**src/hdl/mr61_pkg.sv**
```systemverilog
// shared types and constants for the 128-by-61 modular reduction pipeline
// no dependencies
`timescale 1ns / 1ps

package mr61_pkg;

    localparam int MODULUS_WIDTH = 61;
    localparam int WORD_WIDTH    = 64;

    localparam logic [MODULUS_WIDTH-1:0] MODULUS_RESET = {MODULUS_WIDTH{1'b1}};

    // control that travels with each request down the pipeline
    typedef struct packed {
        logic valid;
        logic sat;
    } mr_ctrl_t;

endpackage

```
**src/hdl/mr61_stage.sv**
```systemverilog
// one restoring step of the quotient search: trial subtract of modulus << BIT_POS
// depends on mr61_pkg
`timescale 1ns / 1ps

module mr61_stage
    import mr61_pkg::*;
#(
    parameter int RES_WIDTH = 122,
    parameter int BIT_POS   = 0
)
(
    input  logic                     clk,
    input  logic                     rst_n,
    input  logic [MODULUS_WIDTH-1:0] modulus,
    input  mr_ctrl_t                 ctrl_in,
    input  logic [RES_WIDTH-1:0]     res_in,
    output mr_ctrl_t                 ctrl_out,
    output logic [RES_WIDTH-1:0]     res_out
);

    logic [RES_WIDTH-1:0] shifted;
    logic [RES_WIDTH:0]   diff;
    logic                 take;

    mr_ctrl_t             ctrl_reg;
    logic [RES_WIDTH-1:0] res_reg;
    logic [RES_WIDTH-1:0] res_next;

    always_comb
    begin
        shifted  = RES_WIDTH'(modulus) << BIT_POS;
        diff     = {1'b0, res_in} - {1'b0, shifted};
        // no borrow means the trial bit fits
        take     = !diff[RES_WIDTH] && !ctrl_in.sat;
        res_next = take ? diff[RES_WIDTH-1:0] : res_in;
    end

    always_ff @(posedge clk or negedge rst_n)
    begin
        if (!rst_n)
        begin
            ctrl_reg <= '0;
        end
        else
        begin
            ctrl_reg <= ctrl_in;
        end
    end

    always_ff @(posedge clk)
    begin
        res_reg <= res_next;
    end

    assign ctrl_out = ctrl_reg;
    assign res_out  = res_reg;

endmodule

```
**config.mk**
```make
export PLATFORM = sky130hd
export DESIGN_NAME = mr61_stage
export DESIGN_NICKNAME = d
export VERILOG_FILES = /design/src/hdl/mr61_pkg.sv /design/src/hdl/mr61_stage.sv
export SDC_FILE = /design/constraint.sdc
export NUM_CORES = 1
export LEC_CHECK = 0
export ABC_CLOCK_PERIOD_IN_PS = 800
export BUFFER_PORTS_ARGS = -buffer_cell sky130_fd_sc_hd__clkbuf_2
export CAP_MARGIN = 10
export CORE_MARGIN = 2
export CORE_UTILIZATION = 47
export DETAILED_ROUTE_END_ITERATION = 6
export MAX_ROUTING_LAYER = met4
export PLACE_DENSITY_LB_ADDON = 0.25
export SYNTH_ARGS = -nofsm -noshare
export SYNTH_HDL_FRONTEND = slang
export SYNTH_SLANG_ARGS = --single-unit
export TNS_END_PERCENT = 30
```
**constraint.sdc**
```tcl
create_clock -name clk -period 0.8 [get_ports clk]
set_clock_uncertainty 0.15 [all_clocks]
set_input_delay 0.24 -clock clk [delete_from_list [all_inputs] [get_ports clk]]
set_output_delay 0.24 -clock clk [all_outputs]
set_load 0.05 [all_outputs]
```
==> reports/qor.csv, run 1 <==
stage,metric,value,unit
die,num_rows,50,
synthesis,synth_edf_count,0,
synthesis,synthTopCellsByArea,"dfxtp_1 (27%), ha_1 (8.4%), xnor2_1 (6.3%)",
synthesis,synth_top_flop_cell,dfxtp_1,
placement,portBuffers,310,
die,io-pin-count,311,
clock_tree,numCtsBuffers,17,
synthesis,syn_nets,1448,
synthesis,synth_warnings,0,
synthesis,synth.distinct_cells,70,
clock_tree,tritoncts_num_sinks,124,
synthesis,async_flop_share,1.61,%
outcome,haltStage,global routing,
clock_tree,cts-root-buf,clkbuf_16,
synthesis,syn_inst,1199,
synthesis,synth_top_area_share,27.0,%
outcome,error,"[ERROR DPL-0038] Utilization greater than 100%, impossible to legalize",
synthesis,synthAdderAreaFrac,8.67,%
die,die_h,143,um
placement,dpl_cell_area,0.0155,mm2
synthesis,synth_compound_area_share,22.4,%
clock_tree,htreeDepth,4,
synthesis,synth_top_family_by_area,simple AND/OR/NAND/NOR gates,
placement,place_congestion,0.974,
global_routing,grt_start_max_net_pins,19,
synthesis,synthMuxAreaShare,0.374,%
synthesis,synth_top_area_cell,dfxtp_1,
clock_tree,clockBufferDepth,2,
synthesis,synth_seq_cells,124,
die,initial_core_util,48.1,%
synthesis,yosys.area_share.xor_xnor,11.1,%
outcome,status,aborted with a tool error,
synthesis,syn_area,0.00903,mm2
sta,endpoint_type,sequential cell input,
synthesis,seq_area_frac_synth,27.6,%
synthesis,yosys.area_share.simple,22.9,%
die,die_w,143,um
synthesis,syn_avg_cell_area,7.53,um2
sta,grt_repair_worst_endpoint,res_out[92]$_DFF_P_/D,
placement,dp_hpwl,32500,um
## cell families after synthesis
logic type      count (synthesis)
mux                             3
compound gates                322
buf+inv                       151
fa+ha+maj                      62
flops                         124
simple gates                  422
xor+xnor                      115
## cell usage after synthesis (8+ instances only)
master and count:
clkbuf_1 40, nor3_1 42, inv_1 88, dfxtp_1 122, o21a_1 13, xor2_1 50, a211oi_1 9, a31oi_1 10
buf_2 17, o21bai_1 19, o21ai_0 87, nand4_1 45, nand3_1 29, nor4_1 19, ha_1 61, nor2_1 75
xnor2_1 65, a21o_1 22, a21oi_1 83, nand2b_1 9, or3_1 14, nand2_1 141, o21ai_1 18, or2_2 8
## repair_timing
action                     CTS
hold endpoints to repair   110
resized for setup          358
pin swaps                   71
cloned                       9
hold buffers                 2
setup endpoints to repair  246
setup buffers               23
## through the flow
step | std cells | worst slack [ns] | hold WS [ns] | utilization [%]
after CTS | 2151 | -1.92 | -0.143 | 94.5
after detailed placement | 2086 | -2.48 | -0.117 | 82.6
after global placement | 2086 | -2.39 | -0.125 | 82.6
after floorplan | 1199 | -2.16 | -0.206 | -
==> run 2, diff against run 1 <==
- ABC_CLOCK_PERIOD_IN_PS: 800 -> 1000
- CORE_UTILIZATION: 47 -> 40
- MAX_ROUTING_LAYER: met4 -> not set
- PLACE_DENSITY_LB_ADDON: 0.25 -> 0.15
- clock period: 0.8 -> 1 ns (I/O delays scaled with it)
==> reports/qor.csv, run 2 <==
stage,metric,value,unit,change
clock_tree,tritoncts_num_sinks,124,,unchanged
global_routing,grt_overflow,0,,
finish,nNetsFinal,2211,,
finish,layout_common_cells,"buf_4 (394), clkbuf_2 (180), nand2_1 (118), dfxtp_2 (116), buf_12 (115)",,
global_routing,antenna_found_initial,2,,
synthesis,synthTopCellsByArea,"dfxtp_1 (27%), ha_1 (8.4%), xnor2_1 (6.3%)",,
synthesis,syn_nets,1448,,unchanged
global_routing,grt_pass1_wl,67900,um,
synthesis,synth_most_common_cell,nand2_1,,
power_and_ir_drop,power_density,1230,mW/mm2,
die,die_area,0.0238,mm2,
synthesis,synth_top_area_cell,dfxtp_1,,
routing,first_pass_iters,7,,
worst_setup_path,cp.required,1.20,ns,
synthesis,yosys.area_share.xor_xnor,11.1,%,unchanged
synthesis,synth.distinct_cells,70,,unchanged
synthesis,synth_top_family_by_area,simple AND/OR/NAND/NOR gates,,
sta,fin_ws,-2.05,ns,
clock_tree,cts_hold_buf,63,,+61
synthesis,synthMuxAreaShare,0.374,%,unchanged
worst_setup_path,criticalPathCategory,in2reg,,
finish,layout-drive-gt1-share,57.2,%,
die,io-pin-count,311,,unchanged
routing,antenna_left,0,,
clock_tree,numCtsBuffers,17,,unchanged
sta,worst_slew_pin_slew,0.499,ns,
power_and_ir_drop,leakagePower,8.68,nW,
outcome,status,finished with violations,,
routing,top_layer,met4,,
sta,hold_viol,3,,
routing,remaining_drc_errors,0,,
worst_hold_path,hold_path.class,in2reg,,
synthesis,synth_seq_cells,124,,unchanged
die,fp.coreArea,0.0220,mm2,
sta,hold_ws,-0.0145,ns,
global_routing,track_usage,35.7,%,
worst_setup_path,arrival,3.25,ns,
finish,postLayoutCoreUtil,86.3,%,
synthesis,synth_edf_count,0,,unchanged
sta,setup_viol,246,,
clock_tree,cts_tree,done,,
routing,num_vias,12997,,
routing,wl_met3,4190,um,
clock_tree,htreeDepth,4,,unchanged
synthesis,synthTopCellsByCount,"nand2_1 (141), dfxtp_1 (122), inv_1 (88), o21ai_0 (87), a21oi_1 (83)",,
finish,final_common_cell,buf_4,,
die,die_w,154,um,+8.2%
outcome,failed_checks,"hold timing, setup timing",,
sta,drv_slew,0,,
synthesis,synthAdderAreaFrac,8.67,%,unchanged
sta,slew_headroom,66.6,%,
routing,met2WireLength,23800,um,
power_and_ir_drop,peakVddDrop,1.13,mV,
synthesis,syn_area,0.00903,mm2,unchanged
sta,period_share,305,%,
synthesis,synth_compound_area_share,22.4,%,unchanged
routing,met1_length,17200,um,
die,num_rows,54,,+8.0%
finish,n_fill_cell,1060,,
worst_setup_path,critPathCaptureType,register,,
clock_tree,clockBufferDepth,2,,unchanged
sta,period_minus_slack,3.05,ns,
synthesis,async_flop_share,1.61,%,unchanged
global_routing,grt_start_max_net_pins,37,,
power_and_ir_drop,p_total,23.4,mW,
routing,wl,48900,um,
synthesis,yosys.area_share.simple,22.9,%,unchanged
run,drv_cap,0,,
synthesis,syn_avg_cell_area,7.53,um2,unchanged
routing,routedWlPerCell,21.7,um,
sta,rsz0062_at_grt,yes,,
routing,routed_via_density,5.76,,
synthesis,synth_top_area_share,27.0,%,unchanged
synthesis,seq_area_frac_synth,27.6,%,unchanged
finish,largest_reg_flops,122,,
placement,dp_hpwl,30800,um,-5.2%
synthesis,syn_inst,1199,,unchanged
worst_setup_path,crit_fanout,7,,
die,initial_core_util,41.0,%,-7.1 points
placement,place_congestion,1.00,,+2.6%
synthesis,synth_warnings,0,,unchanged
worst_hold_path,hold_depth,2,,
placement,portBuffers,310,,unchanged
clock_tree,cts-root-buf,clkbuf_16,,
die,die_h,154,um,+8.2%
synthesis,synth_top_flop_cell,dfxtp_1,,
finish,area_growth,110,%,
global_routing,grt_pass1_vias,13341,,
sta,max_freq,0.328,GHz,
routing,drt_iter0_markers,1129,,
placement,dp_slack,-2.49,ns,-0.0112 ns
clock_tree,clk_pin_slew_worst_paths,0.07,ns,
worst_setup_path,cp-start-kind,primary input,,
==> run 2: routing by layer <==
layer	GRT usage, %	vias to the layer above
met5	0	-
met3	7.65	292
met2	63.1	825
li1	-	5781
met1	39.9	6099
met4	20.1	0
==> run 2: final cells by class <==
class,count,area [um2],share of cell area [%]
Sequential cell,124,2660,14.0
Tap cell,280,350,1.84
Clock inverter,15,168,0.882
Multi-Input combinational cell,925,7390,38.9
Timing Repair Buffer,806,7650,40.3
Antenna cell,2,5.00,0.0263
Clock buffer,17,425,2.24
Inverter,88,353,1.86
==> run 2: final timing paths <==
kind | startpoint | end | slack, ns
worst max-delay path | modulus[0] | res_out[114]$_DFF_P_ | -2.05
max in group asynchronous | rst_n | ctrl_out[1]$_DFF_PN0_ | 0.58
min in group asynchronous | rst_n | ctrl_out[0]$_DFF_PN0_ | 0.03
worst min-delay path | res_in[56] | res_out[56]$_DFF_P_ | -0.01
==> run 2: repair_timing <==
item / CTS / global route
pin swaps: 52 / 60
setup endpoints to repair: 246 / 246
endpoints found under the hold margin: 73 / 3
gates resized for setup: 183 / 294
setup buffers: 27 / 20
cloned: 7 / 4
==> run 2: worst max-delay path, cell delays in order <==
cell and delay (ns):
buf_2 0.16, ha_4 0.18, fa_2 0.38, nor2b_4 0.18, o2111ai_4 0.16, a21o_1 0.28
a41oi_4 0.29, a211o_4 0.18, o21ai_4 0.08, buf_6 0.13, nor3_4 0.23, buf_12 0.16
buf_8 0.11, nand4_1 0.15, xnor2_1 0.26
==> run 2: logic make-up (layout without fill, tap and decap cells) <==
logic type	count (synthesis)	after routing
multiplexers	3	3
buffers and inverters	151	926
adder cells (fa/ha/maj)	62	62
flip-flops	124	124
AND/OR/NAND/NOR	422	422
AO/OA/AOI/OAI	322	323
other	0	2
XOR/XNOR	115	115
==> run 2: through the flow <==
stage / setup TNS, ns / std cells / instance area [um2]
2_1_floorplan: -230.14 / 1199 / 9660
3_5_place_dp: -278.13 / 2109 / 15600
3_3_place_gp: -268.98 / 2109 / 15600
5_1_grt: -273.93 / 2257 / 19000
4_1_cts: -256.39 / 2238 / 18000
6_report: -261.88 / 2257 / 19000
==> run 2: where the power goes <==
| part | switching [mW] | internal [mW] |
|---|---|---|
| sequential | 0.437 | 5.56 |
| clock | 2.91 | 3.56 |
| combinational | 5.67 | 5.31 |
(Power assumes the default switching activity.)
